$ cat config.mk
export PLATFORM = sky130hd
export DESIGN_NAME = nrgs_ram
export DESIGN_NICKNAME = d
export VERILOG_FILES = /design/src/design/nrgs_ram.sv
export SDC_FILE = /design/constraint.sdc
export NUM_CORES = 1
export LEC_CHECK = 0
export BUFFER_PORTS_ARGS = -buffer_cell sky130_fd_sc_hd__buf_2
export CORE_MARGIN = 2
export CORE_UTILIZATION = 65
export DETAILED_ROUTE_END_ITERATION = 8
export GPL_TIMING_DRIVEN = 0
export MAX_ROUTING_LAYER = met4
export PLACE_DENSITY = 0.95
export SETUP_SLACK_MARGIN = 0.2
export SLEW_MARGIN = 20
export SYNTH_ARGS = -nofsm -noshare
export SYNTH_HDL_FRONTEND = slang
export SYNTH_SLANG_ARGS = --single-unit
$ cat constraint.sdc
create_clock -name i_clk -period 3.2 [get_ports i_clk]
set_input_delay 0.96 -clock i_clk [delete_from_list [all_inputs] [get_ports i_clk]]
set_output_delay 0.96 -clock i_clk [all_outputs]
set_load 0.05 [all_outputs]
$ cat src/design/nrgs_ram.sv
// ----------------------------------------------------------------------------
// nrgs_ram
// Generic simple dual port RAM, one write and one read port, registered read.
// ----------------------------------------------------------------------------
module nrgs_ram #(
    parameter int WIDTH = 8,
    parameter int DEPTH = 16
) (
    input  logic                     i_clk,
    input  logic                     i_we,
    input  logic [$clog2(DEPTH)-1:0] i_waddr,
    input  logic [WIDTH-1:0]         i_wdata,
    input  logic                     i_re,
    input  logic [$clog2(DEPTH)-1:0] i_raddr,
    output logic [WIDTH-1:0]         o_rdata
);

    logic [WIDTH-1:0] r_mem [DEPTH];
    logic [WIDTH-1:0] r_rdata;

    // write port
    always_ff @(posedge i_clk) begin
        if (i_we) begin
            r_mem[i_waddr] <= i_wdata;
        end
    end

    // registered read port
    always_ff @(posedge i_clk) begin
        if (i_re) begin
            r_rdata <= r_mem[i_raddr];
        end
    end

    assign o_rdata = r_rdata;

endmodule

# Word-level counts from Yosys, hierarchy flattened
# Memories as Yosys holds them, arrays and structs flattened. A register that Yosys moved wholly into a read port is not among the register bits.
# Index checks and enable logic that the tools add are counted.
# totals
register_bits	0
mem_bits_rw	128
in_bits	19
memories	1
# classes
muxes	2
# memory_table
name	words	word_bits	read_ports	rd_clocked_by_memory_dff	write_ports	line_no	source
r_mem	16	8	1	1	1	18	logic [WIDTH-1:0] r_mem [DEPTH];
# ops
cell	count
$mux 1	2

# Logic depth before layout (Yosys ltp)
# Gate-level depths: netlist of the first run.
# logic_depth
ltp_word	2
ltp_mapped	5
depth_no_buf	3

# Worst setup path before layout of the first run
# OpenSTA, ideal clock, no wires.
# synth_path
kind	input to register
from	input i_waddr[2]
to	memory r_mem[0][0], enable pin
setup_ps	383
arrival_time_ps	2070
required_time_ps	2817
path_slack_ps	747
path_stages	2
n_path_buf	0
path_cell_list	or3b_2 > nor3_1
# synth_lines
element	line_no	source
start, declared	11	input logic [$clog2(DEPTH)-1:0] i_waddr,
end, declared	18	
# No word-level cell before the write port.

# Worst setup path in the final report of the first run
# layout_path
from	input i_waddr[2]
to	memory r_mem[1][6], enable pin
# No word-level cell before the write port.

==> results of run 1 <==
per-layer routing:
metal / global-route usage / wire [µm] / vias to the layer above
met4: 0.147 / 409 / 0
li1: - / - / 1072
met1: 0.413 / 4280 / 1365
met5: - / 0 / -
met3: 0.0586 / 1080 / 33
met2: 0.448 / 5730 / 234
area by class of cell:
class | count | area (µm²)
plain buffers | 10 | 86.3
repair buffers | 25 | 125
clock buffers | 18 | 418
flip-flops and latches | 136 | 4080
multi-input cells | 83 | 1080
well taps | 102 | 128
fillers | 378 | 1640
clock inverters | 14 | 205
kinds of logic (layout without fill, tap and decap cells):
kind of cell           Yosys count  after routing  synth area share
flip-flops                     136            136             0.781
AND/OR/NAND/NOR                 35             35            0.0314
multiplexers                    32             32             0.148
AO/OA/AOI/OAI                   16             16            0.0230
buffers and inverters           10             67            0.0165
layout by cell type (no fill, tap or decap), types with 2 or more instances in the layout:
cell,netlist,routed
mux4_2,18,18
bufinv_16,0,5
nor3_2,0,4
nand2b_1,2,2
buf_2,3,28
clkinv_4,0,2
nand2_1,9,9
mux4_1,14,14
a22oi_1,16,16
edfxtp_1,136,136
clkbuf_16,0,16
nand3b_1,2,2
clkinvlp_4,0,2
clkinv_1,0,2
clkdlybuf4s25_2,3,3
clkinv_2,0,3
buf_6,3,3
nor2_1,13,13
worst min-delay path by stage:
| stage | start | end | slack, ns | cells past startpoint |
|---|---|---|---|---|
| after floorplan | r_mem[7][0] | o_rdata[0] | 0.70 | 3 |
| after detailed placement | r_mem[14][1] | o_rdata[1] | 0.77 | 3 |
| after global routing | i_re | o_rdata[3] | 0.78 | 1 |
| after global placement | r_mem[11][4] | o_rdata[4] | 0.73 | 3 |
| final | i_re | o_rdata[0] | 0.79 | 1 |
| after CTS | i_re | o_rdata[0] | 0.78 | 1 |
sequential cells by signal (all words and copies together) (netlist names):
signal / cells
r_mem: 128
o_rdata: 8
through the flow:
stage	utilization	instance area, µm²	total power, mW	cells
2_1_floorplan	-	5230	2.18	229
3_3_place_gp	0.706	5480	2.25	356
3_5_place_dp	0.707	5500	2.27	356
4_1_cts	0.788	6120	4.30	388
5_1_grt	0.788	6120	4.38	388
6_report	0.788	6120	4.30	388
power by group:
group          switching [mW]  internal, mW
sequential             0.0128          2.01
clock                   0.720          1.34
combinational           0.147        0.0779
==> flow_summary.yaml, run 1 <==
layout:
  nets: 292
  n_antenna_cell: 0
  syn2layout_area_growth_pct: 17.1
  final_layout_size_suffix_gt1_frac: 0.304
setup_path:
  crit_family: "simple AND/OR/NAND/NOR gates"
  crit_type: "primary input to register"
  crit_chain: "buf_2, or3b_2, nor2_1"
  rr_worst_depth: 3
  rr_endpoint: "o_rdata[2]"
  end_kind: "register"
  critPathLaunchType: "primary input"
  crit_arrival_ns: 2.31
  reg2reg_from: "r_mem[4][2]"
  crit_slowest_cell: "nor2_1"
  startpoint: "i_waddr[2]"
  path_buf_inv: 1
  rrSetupSlack_ns: 1.63
  crit_cells: 3
  path_max_fanout: 8
  cpPeakStageDelay_ns: 0.68
  crit_path_end: "r_mem[1][6]"
  crit_required_ns: 3.34
logic_synthesis:
  synth_top_area_share: 0.781
  syn-num-nets: 248
  ys_async_sr_fraction: 0
  yosysMostFrequentCell: "edfxtp_1"
  synth_cell_type_count: 18
  yosysWarningCount: 0
  syn_avg_cell_area_um2: 22.8
  ys_top_cells_by_count: "edfxtp_1, mux4_2, a22oi_1, mux4_1, nor2_1"
  netlist_instances: 229
  seq_area_frac_synth: 0.781
  yosysTopAreaCell: "edfxtp_1"
  synthTopCellsByArea: "edfxtp_1, mux4_2, mux4_1"
  synth-main-ff-cell: "edfxtp_1"
  synth_edf_count: 136
  synth-seq-cells: 136
  synth_area_um2: 5230
timing:
  tns_ns: 0
  hold_violations: 0
  layout_setup_ws_ns: 1.04
  rsz0062_at_grt: "no"
  min_period_ns: 2.16
  tightestPinTransition_ns: 0.855
  fin_skew_ns: 0.00596
  slew_headroom: 0.428
  fmax_mhz: 462
  slew_viol_final: 0
  setup_viol: 0
  whs_ns: 0.787
  fin_crit_sh: 0.676
floorplan:
  dieHeight_um: 93.7
  io_pins: 27
  core_um2: 7770
  dieArea_um2: 8780
  row_count: 32
  die_x_um: 93.7
  start_util: 0.673
clock_network:
  ctsResizeCount: 0
  post-cts-setup-buffers: 0
  htreeDepth: 4
  holdBufCountCts: 0
  insertion_delay_ns: 0.52
  cts_buffer_depth: 2
  path_clk_slew_ns: 0.06
  cts_buffers: 17
  clockRootBuffer: "clkbuf_8"
  cts_tree: "done"
  clock-sinks: 136
global_routing:
  grt_pass1_wl_um: 17300
  grt_overflow_total: 0
  antenna_found_initial: 0
  grt_pass1_vias: 2720
  track_usage: 0.301
  grt_max_degree: 17
routing:
  num_vias: 2704
  ant_nets: 0
  first_iter_violations: 205
  drt-total-wl_um: 11500
  wl_per_cell_um: 29.7
  via_per_inst: 6.97
  route.detailed.drc: 0
  drt_first_pass_iters: 5
place:
  hpwl_um: 6360
  io_buffers: 25
  pre_cts_slack_ns: 0.551
  gp_congestion: 0.798
power:
  power_density_nw_per_um2: 702
  worst_ir_drop_vdd_mv: 0.883
  p_leak_nw: 2.06
outcome:
  status: "completed"
hold_path:
  hold_class: "primary input to register"
flow_run:
  drv_cap: 0
Power figures use the tool's default switching activity.
==> run 2: changes to the inputs <==
--- a/config.mk
+++ b/config.mk
@@ -7,11 +7,11 @@
 export LEC_CHECK = 0
 export BUFFER_PORTS_ARGS = -buffer_cell sky130_fd_sc_hd__buf_2
 export CORE_MARGIN = 2
-export CORE_UTILIZATION = 65
+export CORE_UTILIZATION = 60
 export DETAILED_ROUTE_END_ITERATION = 8
 export GPL_TIMING_DRIVEN = 0
 export MAX_ROUTING_LAYER = met4
-export PLACE_DENSITY = 0.95
+export PLACE_DENSITY = 0.9
 export SETUP_SLACK_MARGIN = 0.2
 export SLEW_MARGIN = 20
 export SYNTH_ARGS = -nofsm -noshare
==> constraint.sdc (replaced) <==
create_clock -name i_clk -period 2 [get_ports i_clk]
set_input_delay 0.6 -clock i_clk [delete_from_list [all_inputs] [get_ports i_clk]]
set_output_delay 0.6 -clock i_clk [all_outputs]
set_load 0.05 [all_outputs]
==> flow_summary.yaml, run 2 (synthesized netlist as in run 1, its figures left out) <==
outcome:
  status: "completed"
layout:
  fill_cells: 502
  largest_register_ff_count: 128
  syn2layout_area_growth_pct: 16.9
  top_register: "r_mem"
  fin_cells: 394
  nets: 292
  multiInputGateArea_um2: 1030
  n_antenna_cell: 0
  final_layout_size_suffix_gt1_frac: 0.353
  ff_latch_area_um2: 4080
  final_cell_mix: "edfxtp_1, mux4_2, buf_2"
  layout_commonest_cell: "edfxtp_1"
global_routing:
  grt_pass1_vias: 2654
  antenna_found_initial: 0
  grt_overflow_total: 0
  track_usage: 0.245
  grt_max_degree: 17
  grt_pass1_wl_um: 15800
floorplan:
  core_um2: 8590
  dieArea_um2: 9480
  io_pins: 27
  start_util: 0.608
  die_x_um: 97.3
  row_count: 34
  dieHeight_um: 97.3
routing:
  num_vias: 2549
  wl_per_cell_um: 26.5
  route.detailed.drc: 0
  ant_nets: 0
  drt-total-wl_um: 10400
  first_iter_violations: 290
  drt_first_pass_iters: 5
  via_per_inst: 6.47
setup_path:
  path_buf_inv: 1
  end_kind: "register"
  cpPeakStageDelay_ns: 0.66
  crit_required_ns: 2.15
  rrSetupSlack_ns: 0.44
  crit_chain: "buf_2, or3b_2, nor2_1"
  crit_slowest_cell: "nor2_1"
  crit_family: "simple AND/OR/NAND/NOR gates"
  crit_type: "primary input to register"
  critPathLaunchType: "primary input"
  crit_arrival_ns: 1.93
  path_max_fanout: 8
timing:
  min_period_ns: 1.78
  setup_viol: 0
  tightestPinTransition_ns: 0.822
  slew_headroom: 0.450
  fin_crit_sh: 0.888
  hold_violations: 0
  rsz0062_at_grt: "no"
  slew_viol_final: 0
  tns_ns: 0
  fmax_mhz: 563
  whs_ns: 0.413
  fin_skew_ns: 0.00725
  layout_setup_ws_ns: 0.224
place:
  io_buffers: 25
  placedCellCount: 362
  hpwl_um: 6130
  pre_cts_slack_ns: -0.309
  gp_congestion: 0.809
clock_network:
  path_clk_slew_ns: 0.06
  ctsResizeCount: 0
  insertion_delay_ns: 0.53
  clock-sinks: 136
  htreeDepth: 4
  post-cts-setup-buffers: 0
  clockRootBuffer: "clkbuf_8"
  holdBufCountCts: 0
  cts_tree: "done"
  cts_buffers: 17
  cts_buffer_depth: 2
power:
  p_leak_nw: 2.02
  total_power_mw: 6.88
  worst_ir_drop_vdd_mv: 0.641
  power_density_nw_per_um2: 1120
hold_path:
  hold_class: "primary input to register"
flow_run:
  drv_cap: 0
[run 2: metrics by stage]
stage | utilization | area [µm²]
final | 0.711 | 6110
after global routing | 0.711 | 6110
after CTS | 0.710 | 6100
after detailed placement | 0.638 | 5480
after global placement | 0.637 | 5480
after floorplan | - | 5220
[run 2: path summary, 6_finish.rpt]
| path | startpoint | to | depth (start not counted) |
|---|---|---|---|
| worst max-delay path | i_waddr[2] | r_mem[3][1] | 3 |
| worst min-delay path | i_re | o_rdata[3] | 1 |
| worst max register to register | r_mem[7][0] | o_rdata[0] | 3 |
| worst min register to register | r_mem[8][3] | o_rdata[3] | 3 |
[run 2: worst reg2reg max path: stages, from the launching register on]
cell and delay [ns]:
edfxtp_1 0.38, mux4_2 0.51, a22oi_1 0.29, nand2_1 0.12
[run 2: metal layers]
metal / part of all wire / track usage / up-vias
li1: - / - / 1057
met1: 0.39 / 0.318 / 1328
met2: 0.51 / 0.381 / 143
met3: 0.082 / 0.0676 / 21
met4: 0.022 / 0.0887 / 0
met5: 0 / - / -
[run 2: where the power goes]
part	switching (mW)	leakage, nW	total (mW)	internal [mW]
Sequential	0.0170	1.24	3.23	3.21
Combinational	0.229	0.481	0.364	0.135
Clock	1.15	0.302	3.28	2.14
Total	1.39	2.02	6.88	5.48
[run 2: final cells by class]
cell class | count | share of cell area
clock buffer | 18 | 0.0684
buffer | 10 | 0.0196
clock inverter | 14 | 0.0332
multi-input combinational | 83 | 0.168
sequential | 136 | 0.668
tap | 108 | 0.0221
timing repair buffer | 25 | 0.0205
