$ cat src/design/nrgs_pkg.sv
// ----------------------------------------------------------------------------
// nrgs_pkg
// Shared types, sizes and ring pointer helpers for the nearest greater stack.
// ----------------------------------------------------------------------------
package nrgs_pkg;

    // sizes
    localparam int STACK_DEPTH = 1024;
    localparam int VALUE_WIDTH = 16;
    localparam int IN_VAL_W    = 16;
    localparam int POS_W       = 10;
    localparam int PTR_W       = $clog2(STACK_DEPTH);
    localparam int CNT_W       = $clog2(STACK_DEPTH + 1);
    localparam int ENTRY_W     = VALUE_WIDTH + POS_W;

    // controller states
    typedef enum logic [2:0] {
        S_IDLE = 3'b001,
        S_CMP  = 3'b010,
        S_PUSH = 3'b100
    } t_state;

    // memory port request
    typedef struct packed {
        logic               re;
        logic [PTR_W-1:0]   raddr;
        logic               we;
        logic [PTR_W-1:0]   waddr;
        logic [ENTRY_W-1:0] wdata;
    } t_ram_req;

    // one result beat
    typedef struct packed {
        logic             found;
        logic [POS_W-1:0] border;
        logic             overflow;
    } t_res;

    // ring step down
    function automatic logic [PTR_W-1:0] ptr_prev(input logic [PTR_W-1:0] p);
        logic [PTR_W-1:0] r;
        r = (p == '0) ? PTR_W'(STACK_DEPTH - 1) : p - 1'b1;
        return r;
    endfunction

    // ring step up
    function automatic logic [PTR_W-1:0] ptr_next(input logic [PTR_W-1:0] p);
        logic [PTR_W-1:0] r;
        r = (p == PTR_W'(STACK_DEPTH - 1)) ? '0 : p + 1'b1;
        return r;
    endfunction

endpackage

$ cat src/design/nrgs_ctrl.sv
// ----------------------------------------------------------------------------
// nrgs_ctrl
// Stack sequencer: reads the top entry, pops smaller entries one per cycle,
// then writes the new entry and hands the result to the output register.
// ----------------------------------------------------------------------------
module nrgs_ctrl (
    input  logic                            i_clk,
    input  logic                            i_rst_n,
    input  logic                            i_in_valid,
    input  logic [nrgs_pkg::IN_VAL_W-1:0]   i_value,
    input  logic [nrgs_pkg::POS_W-1:0]      i_position,
    input  logic                            i_restart,
    output logic                            o_in_stall,
    input  logic                            i_res_free,
    output logic                            o_res_load,
    output nrgs_pkg::t_res                  o_res,
    output nrgs_pkg::t_ram_req              o_ram,
    input  logic [nrgs_pkg::ENTRY_W-1:0]    i_rdata
);

    nrgs_pkg::t_state                   r_state, n_state;
    logic [nrgs_pkg::PTR_W-1:0]         r_top, n_top;
    logic [nrgs_pkg::CNT_W-1:0]         r_count, n_count;
    logic [nrgs_pkg::VALUE_WIDTH-1:0]   r_val, n_val;
    logic [nrgs_pkg::POS_W-1:0]         r_pos, n_pos;
    logic                               r_found, n_found;
    logic [nrgs_pkg::POS_W-1:0]         r_border, n_border;

    logic [nrgs_pkg::VALUE_WIDTH-1:0]   w_rd_val;
    logic [nrgs_pkg::POS_W-1:0]         w_rd_pos;
    logic                               w_push;
    logic [nrgs_pkg::PTR_W-1:0]         w_ptop;
    logic [nrgs_pkg::CNT_W-1:0]         w_pcnt;
    logic                               w_pfound;
    logic [nrgs_pkg::POS_W-1:0]         w_pborder;

    // fields of the entry read back
    assign w_rd_val = i_rdata[nrgs_pkg::POS_W +: nrgs_pkg::VALUE_WIDTH];
    assign w_rd_pos = i_rdata[nrgs_pkg::POS_W-1:0];

    assign o_in_stall = (r_state != nrgs_pkg::S_IDLE);

    // next state, pop and push decisions
    always_comb begin
        n_state   = r_state;
        n_top     = r_top;
        n_count   = r_count;
        n_val     = r_val;
        n_pos     = r_pos;
        n_found   = r_found;
        n_border  = r_border;
        w_push    = 1'b0;
        w_ptop    = r_top;
        w_pcnt    = r_count;
        w_pfound  = r_found;
        w_pborder = r_border;
        o_ram.re    = 1'b0;
        o_ram.raddr = nrgs_pkg::ptr_prev(r_top);

        unique case (r_state)
            nrgs_pkg::S_IDLE: begin
                if (i_in_valid) begin
                    n_val = i_value[nrgs_pkg::VALUE_WIDTH-1:0];
                    n_pos = i_position;
                    if (i_restart || (r_count == '0)) begin
                        // empty stack: nothing to compare
                        if (i_restart) begin
                            n_top   = '0;
                            n_count = '0;
                        end
                        n_found  = 1'b0;
                        n_border = '0;
                        n_state  = nrgs_pkg::S_PUSH;
                    end else begin
                        o_ram.re = 1'b1;
                        n_state  = nrgs_pkg::S_CMP;
                    end
                end
            end
            nrgs_pkg::S_CMP: begin
                if (w_rd_val >= r_val) begin
                    // not-smaller entry stays on top
                    w_pfound  = 1'b1;
                    w_pborder = w_rd_pos;
                    w_push    = 1'b1;
                end else begin
                    // pop one entry
                    w_ptop = nrgs_pkg::ptr_prev(r_top);
                    w_pcnt = r_count - 1'b1;
                    if (r_count == nrgs_pkg::CNT_W'(1)) begin
                        w_pfound  = 1'b0;
                        w_pborder = '0;
                        w_push    = 1'b1;
                    end else begin
                        o_ram.re    = 1'b1;
                        o_ram.raddr = nrgs_pkg::ptr_prev(w_ptop);
                    end
                end
                n_top    = w_ptop;
                n_count  = w_pcnt;
                n_found  = w_pfound;
                n_border = w_pborder;
                if (w_push) begin
                    n_state = nrgs_pkg::S_PUSH;
                end
            end
            nrgs_pkg::S_PUSH: begin
                w_push = 1'b1;
            end
            default: begin
                n_state = nrgs_pkg::S_IDLE;
            end
        endcase

        // push completes when the output register can take the beat
        o_res_load = w_push && i_res_free;
        if (o_res_load) begin
            n_top = nrgs_pkg::ptr_next(w_ptop);
            if (w_pcnt != nrgs_pkg::CNT_W'(nrgs_pkg::STACK_DEPTH)) begin
                n_count = w_pcnt + 1'b1;
            end
            n_state = nrgs_pkg::S_IDLE;
        end

        // memory write and result beat
        o_ram.we       = o_res_load;
        o_ram.waddr    = w_ptop;
        o_ram.wdata    = {r_val, r_pos};
        o_res.found    = w_pfound;
        o_res.border   = w_pborder;
        o_res.overflow = (w_pcnt == nrgs_pkg::CNT_W'(nrgs_pkg::STACK_DEPTH));
    end

    // control registers
    always_ff @(posedge i_clk) begin
        if (!i_rst_n) begin
            r_state <= nrgs_pkg::S_IDLE;
            r_top   <= '0;
            r_count <= '0;
        end else begin
            r_state <= n_state;
            r_top   <= n_top;
            r_count <= n_count;
        end
    end

    // item registers
    always_ff @(posedge i_clk) begin
        r_val    <= n_val;
        r_pos    <= n_pos;
        r_found  <= n_found;
        r_border <= n_border;
    end

endmodule

$ cat config.mk
export PLATFORM = sky130hd
export DESIGN_NAME = nrgs_ctrl
export DESIGN_NICKNAME = d
export VERILOG_FILES = /design/src/design/nrgs_pkg.sv /design/src/design/nrgs_ctrl.sv
export SDC_FILE = /design/constraint.sdc
export NUM_CORES = 1
export LEC_CHECK = 0
export BUFFER_PORTS_ARGS = -buffer_cell sky130_fd_sc_hd__buf_2
export CAP_MARGIN = 30
export CORE_MARGIN = 2
export CORE_UTILIZATION = 45
export CTS_BUF_LIST = sky130_fd_sc_hd__clkbuf_8 sky130_fd_sc_hd__clkbuf_16
export DETAILED_ROUTE_END_ITERATION = 8
export PLACE_DENSITY = 0.69
export SLEW_MARGIN = 20
export SYNTH_ARGS = -nofsm -noshare
export SYNTH_HDL_FRONTEND = slang
export SYNTH_SLANG_ARGS = --single-unit
export TNS_END_PERCENT = 50
$ cat constraint.sdc
create_clock -name i_clk -period 5.4 [get_ports i_clk]
set_clock_uncertainty 0.05 [all_clocks]
set_input_delay 0.54 -clock i_clk [delete_from_list [all_inputs] [get_ports i_clk]]
set_output_delay 0.54 -clock i_clk [all_outputs]
set_load 0.02 [all_outputs]
; Yosys cells after proc, flatten, opt, wreduce, memory -nomap -nowiden
; Index checks and enable logic that the tools add are counted.
[word_totals]
ff_bits = 61
latch_bits = 0
mem_bits_rw = 0
rom_bits = 0
input_bits = 57
output_inout_bits = 62
wordCells = 85
mem_count = 0
[op_classes]
addsub = 5
n_mul = 0
div_mod_pow = 0
n_lt_le_gt_ge = 1
n_eq_ne = 14
shifts = 0
muxes = 44
n_bitwise = 2
n_reduce_logical = 12
[ops]
columns = operator, count
row1 = two-way mux 10 bit, 15
row2 = two-way mux 11 bit, 9
row3 = case mux 10 bit (2 select lines), 2
row4 = case mux 11 bit (2 select lines), 1
row5 = logical NOT 10 bit, 2
row6 = subtractor 10 x 1 -> 10 bit (second input constant), 2
row7 = >= comparator 16 bit, 1
row8 = adder 11 x 1 -> 11 bit (second input constant), 1
row9 = equality test 11 x 1 -> 1 bit (second input constant), 1
row10 = equality test 11 bit (second input constant), 1
row11 = logical NOT 11 bit, 1
row12 = != test 11 bit (second input constant), 1
row13 = subtractor 11 x 1 -> 11 bit (second input constant), 1
row14 = adder 10 x 1 -> 10 bit (second input constant), 1
row15 = equality test 10 bit (second input constant), 1
row16 = two-way mux 1 bit, 10
row17 = two-way mux 3 bit, 3
row18 = != test 3 bit (second input constant), 3
row19 = case mux 3 bit (3 select lines), 1
row20 = case mux 1 bit (2 select lines), 3
row21 = AND reduction 3 bit, 2
row22 = != test 2 bit (second input constant), 2
row23 = AND reduction 4 bit, 1
row24 = equality test 3 x 1 -> 1 bit (second input constant), 1
row25 = other kinds (11), 12

; Depth between registers and ports, before layout
[logic_depth]
word_depth = 8
depth_mapped = 22
mapped_depth_nobuf = 18

; Worst setup path before layout
; No wires, ideal clock.
[synth_path]
kind = input -> register
start = input i_rdata[23] in the netlist's numbering
end = register r_count[4] in the netlist's numbering
setup_time_ns = 0.117
t_arrival_ns = 4.615
required_ns = 5.233
setup_slack_ns = 0.618
stages = 20
n_path_buf = 3
path_cell_list = ha_1 -> nand4_1 -> or3_4 -> a311oi_4 -> nor4b_2 -> buf_2 -> nand2_1 -> clkbuf_1 -> nor2_1 -> a21o_1 -> inv_1 -> ha_1 -> nand2_1 -> nor4_1 -> nand4_1 -> a2111oi_4 -> nor2_2 -> buf_6 -> a311oi_2 -> and4b_1
[synth_via]
elab_chain_cells = 6
word_cells_on_any_way = 12
classes_between = 1 x add/sub / 1 x order compare / 1 x eq/ne / 8 x mux / 1 x reduce/logical
[synth_rtl]
columns = element, line_no
row1 = from (decl), nrgs_ctrl.sv:18  ; input logic [nrgs_pkg::ENTRY_W-1:0] i_rdata
row2 = >= comparator 16 bit *, nrgs_ctrl.sv:81  ; if (w_rd_val >= r_val) begin
row3 = two-way mux 11 bit / two-way mux 1 bit (equally long branches), nrgs_ctrl.sv:81
row4 = two-way mux 11 bit / two-way mux 1 bit (equally long branches), nrgs_ctrl.sv:60  ; unique case (r_state)
row5 = adder 11 x 1 -> 11 bit (tied with other cells), nrgs_ctrl.sv:120  ; n_count = w_pcnt + 1'b1;
row6 = two-way mux 11 bit / logical AND 1 bit (equally long branches), "nrgs_ctrl.sv:119, nrgs_ctrl.sv:116"
row7 = two-way mux 11 bit *, nrgs_ctrl.sv:117  ; if (o_res_load) begin
row8 = to (signal assigned), nrgs_ctrl.sv:143  ; r_count <= n_count;
row9 = to (decl), nrgs_ctrl.sv:23  ; logic [nrgs_pkg::CNT_W-1:0] r_count, n_count;
; Mark *: on every way between the ends. The rest lies on a longest branch, timed or not. The select of a mux whose other input is x is not followed.
; A chain may end at the register's enable or synchronous reset.

; Worst setup path in the final report
[layout_path]
start = register r_val[13] in the netlist's numbering
end = register r_count[4] in the netlist's numbering
[layout_via]
elab_chain_cells = 6
word_cells_on_any_way = 12
classes_between = 1 x add/sub / 1 x order compare / 1 x eq/ne / 8 x mux / 1 x reduce/logical
[layout_rtl]
columns = element, line_no
row1 = from (decl), nrgs_ctrl.sv:24  ; logic [nrgs_pkg::VALUE_WIDTH-1:0] r_val, n_val;
row2 = from (signal assigned), nrgs_ctrl.sv:149  ; r_val <= n_val;
row3 = >= comparator 16 bit *, nrgs_ctrl.sv:81
row4 = two-way mux 11 bit / two-way mux 1 bit (equally long branches), nrgs_ctrl.sv:81
row5 = two-way mux 11 bit / two-way mux 1 bit (equally long branches), nrgs_ctrl.sv:60
row6 = adder 11 x 1 -> 11 bit (tied with other cells), nrgs_ctrl.sv:120
row7 = two-way mux 11 bit / logical AND 1 bit (equally long branches), "nrgs_ctrl.sv:119, nrgs_ctrl.sv:116"
row8 = two-way mux 11 bit *, nrgs_ctrl.sv:117
; Marks and branches as above.

==> results.md <==
* Status: complete, no violations
* Yosys top cell by area: edfxtp_1
* Vias in the first global route at 4,717
* Clk sinks at 61
* Slew headroom at 32.6%
* R2R depth at 19
* Simple-gate portion of the synthesized area at 24.6%
* Hold Slack at 0.306 ns
* Worst R2R End: r_count[4]$_SDFF_PN0_
* Tightest Pin Transition at 1.00 ns
* Die Span X at 110 microns
* Initial core utilization at 46.2%
* Yosys reg bits at 61
* Worst EP arrival at 4.60 ns
* Leakage at 0.00260 uW
* F_max at 227 MHz
* Post-synthesis compound-gate area fraction at 23.9%
* Synth Instances at 620
* Xor and xnor fraction of the mapped netlist area at 5.38%
* Max stage delay on crit path at 0.50 ns
* GPL Wtd Cong at 0.934
* Reg power frac at 39.8%
* CTS Buffer Depth at 2
* Crit-path slowest cell: a311oi_4
* # resized after CTS at 0
* Setup bufs post-CTS at 0
* Final setup violation count at 0
* DRC violations left at 0
* Distinct cells, synth at 76
* Skew-Pair Late Insertion Delay at 0.35 ns
* Placed Area at 0.00566 sq mm
* Critical Path Source: r_val[13]$_DFFE_PP_
* Switch Pwr at 444 uW
* Combinational share of power at 25.6%
* Worst setup margin at 0.993 ns
* Yosys warns at 0
* Asr flop ratio synth at 0%
* Worst vdd ir at 0.133 mV
* Routed WL per cell at 16.8 microns
* Post-synthesis sequential area ratio at 31.7%
* IO Port Bufs at 118
* Synth top cells by count: 76 x nand2_1, 45 x a21oi_1, 43 x nor2_1
* Layout cells sized above 1 at 23.5%
* Fill cells at 1,065
* Area delta synth->final at 17.3%
* Most area-consuming cells after synthesis: edfxtp_1 22%, dfxtp_1 9.6%, ha_1 6.2%, nand2_1 5.7%, a21oi_1 4.5%
* H-tree depth at 3
* Shortest period the worst path allows at 4.41 ns
* Clock Tree Root: clkbuf_8
* Gr usage total at 24.2%
* TNS Setup at 0 ns
* Die Area at 0.0120 sq mm
* Required time of the critical path at 5.60 ns
* Crit Path Class: flip-flop to flip-flop
* Most frequent CP cell: nand4_1
* Hold Path Class: primary input to flip-flop
* Synthesized cell area at 0.00502 sq mm
* Clock power frac at 34.5%
* Post-route antenna net violation count at 0
* Vias at 5,090
* Die Height at 110 microns
* Core box area at 0.0109 sq mm
* Place WS at 0.774 ns
* CTS tree: done
* Count leader, synth: nand2_1
* Mux cell area share after synthesis at 1.62%
* Fin crit share at 81.6%
* Largest family of logic cells by synthesized area: simple AND/OR/NAND/NOR gates
* Post-synth EDFFs at 37
* First-pass GRT wire length at 23,100 microns
* Critical path depth in cells at 19
* CP delay by family, top: simple AND/OR/NAND/NOR gates
* I/O pin count at 119
* Crit start category: flip-flop
* Pint at 916 uW
* Yosys top cell area share at 22.1%
* Fin. max-slew vios at 0
* PD cells at 231 mW/mm^2
* Max Cap Viol at 0
* Syn nets at 702
* CP cell instances: inv_1 -> ha_1 -> nand4_1 -> or3_4 -> a311oi_4 -> nor4b_4 -> nand2_1 -> nor2_1 -> a21o_1 -> inv_1 -> ha_1 -> nand2_1 -> nor4_1 -> buf_4 -> nand4_1 -> a2111oi_4 -> nand2b_1 -> nand4_1 -> and4b_1
* CP max FO at 9
* Gr ovfl total at 0
* DPL Wire Length at 10,300 microns
* Unrepaired setup endpoints after global routing: no
* Antenna violations before repair at 0
* Adder-cell share of the synthesized area at 6.23%
* CTS Hold Buffers Added at 0
* Cell area after layout at 0.00589 sq mm
* Final hold vios at 0
* Clock slew at reported path FFs at 0.08 ns
* Reg2reg start: r_val[13]$_DFFE_PP_
* Nets at 793
* Worst Setup End Kind: flip-flop
* 1st-pass router iterations at 5
* Ys flop type: edfxtp_1
* Largest net degree at the start of global routing at 39
* Total routed wirelength at 14,400 microns
* Critical path buffers and inverters at 3
* R2R setup slack at 0.99 ns
* Iteration-0 DRC Markers at 450
* CP endpoint: r_count[4]$_SDFF_PN0_
* Avg Synthesized Cell Area at 8.10 sq um
* FP Rows at 38
* Vias per inst at 5.95
* Ant diodes at 0
* Total CTS buffers at 9
* Switching portion of total power at 32.6%
==> layout make-up <==
| cell class | instances | area (sq um) | share of cell area [%] |
|---|---|---|---|
| Sequential cell | 61 | 1590 | 27.0 |
| Clock inverter | 6 | 86.3 | 1.46 |
| Multi-Input combinational cell | 480 | 3120 | 52.9 |
| Timing Repair Buffer | 130 | 676 | 11.5 |
| Clock buffer | 10 | 138 | 2.34 |
| Tap cell | 140 | 175 | 2.97 |
| Inverter | 29 | 109 | 1.85 |
==> layout by cell type (no fill, tap or decap), types with 3 or more instances in the layout <==
| cell | Yosys | layout |
|---|---|---|
| or4_1 | 3 | 3 |
| and3_1 | 10 | 10 |
| edfxtp_1 | 37 | 37 |
| and2_1 | 5 | 5 |
| a31oi_1 | 9 | 9 |
| a22o_1 | 10 | 10 |
| clkbuf_8 | 0 | 10 |
| nor3_1 | 21 | 21 |
| or3_1 | 9 | 9 |
| buf_2 | 8 | 119 |
| nand3_1 | 25 | 25 |
| nor2_1 | 43 | 43 |
| o21ai_1 | 2 | 3 |
| inv_1 | 29 | 29 |
| nand2_1 | 76 | 76 |
| a211o_1 | 3 | 3 |
| o21ai_0 | 37 | 36 |
| nand2b_1 | 3 | 3 |
| buf_4 | 2 | 10 |
| o22ai_1 | 8 | 8 |
| a21oi_1 | 45 | 45 |
| o211a_1 | 4 | 4 |
| xor2_1 | 19 | 19 |
| xnor2_1 | 10 | 10 |
| o31ai_1 | 5 | 5 |
| nor3b_1 | 5 | 4 |
| a211oi_1 | 5 | 5 |
| o21a_1 | 8 | 8 |
| nand4_1 | 11 | 11 |
| ha_1 | 25 | 25 |
| a21o_1 | 6 | 6 |
| nor4_1 | 14 | 14 |
| dfxtp_1 | 24 | 24 |
| mux2i_1 | 7 | 7 |
| o211ai_1 | 6 | 6 |
==> through the flow <==
stage                     instances  util [%]  power [uW]
after floorplan                 620         -         792
after global placement          837      51.9         889
after detailed placement        838      52.0         897
after CTS                       854      54.0        1360
after global routing            856      54.1        1420
final                           856      54.1        1360
==> per-layer routing <==
| layer | global-route usage, % | vias to the layer above | wire (microns) |
|---|---|---|---|
| met5 | 0 | - | 0 |
| met4 | 8.86 | 0 | 238 |
| met3 | 5.57 | 23 | 1210 |
| met2 | 37.9 | 212 | 6590 |
| met1 | 32.7 | 2383 | 6380 |
| li1 | - | 2472 | - |
==> kinds of logic after synthesis <==
kind of cell	count (synthesis)
AO/OA/AOI/OAI	174
XOR/XNOR	30
adder cells (fa/ha/maj)	25
buffers and inverters	79
flip-flops	61
multiplexers	8
AND/OR/NAND/NOR	243
==> worst min-delay path by stage <==
stage,start,end,depth (start not counted)
floorplan,r_count[0]$_SDFF_PN0_,r_count[0]$_SDFF_PN0_,2
global placement,r_found$_SDFFCE_PN0P_,r_found$_SDFFCE_PN0P_,2
detailed placement,r_found$_SDFFCE_PN0P_,r_found$_SDFFCE_PN0P_,2
CTS,i_value[4],r_val[4]$_DFFE_PP_,1
global route,i_value[15],r_val[15]$_DFFE_PP_,1
finish,i_value[4],r_val[4]$_DFFE_PP_,1
==> power by group through the flow <==
stage	Combinational, uW	Clock [uW]	Sequential (uW)
final	349	470	542
after global routing	385	495	545
after CTS	346	474	542
after detailed placement	345	0	552
after global placement	338	0	551
after floorplan	226	0	565
==> registers in the layout, indices dropped and copies added, names as in the netlist <==
signal and cells:
r_border 10, r_val 16, r_pos 10, r_top 10, r_state 3, r_count 11
r_found 1
Power figures use the tool's default switching activity.
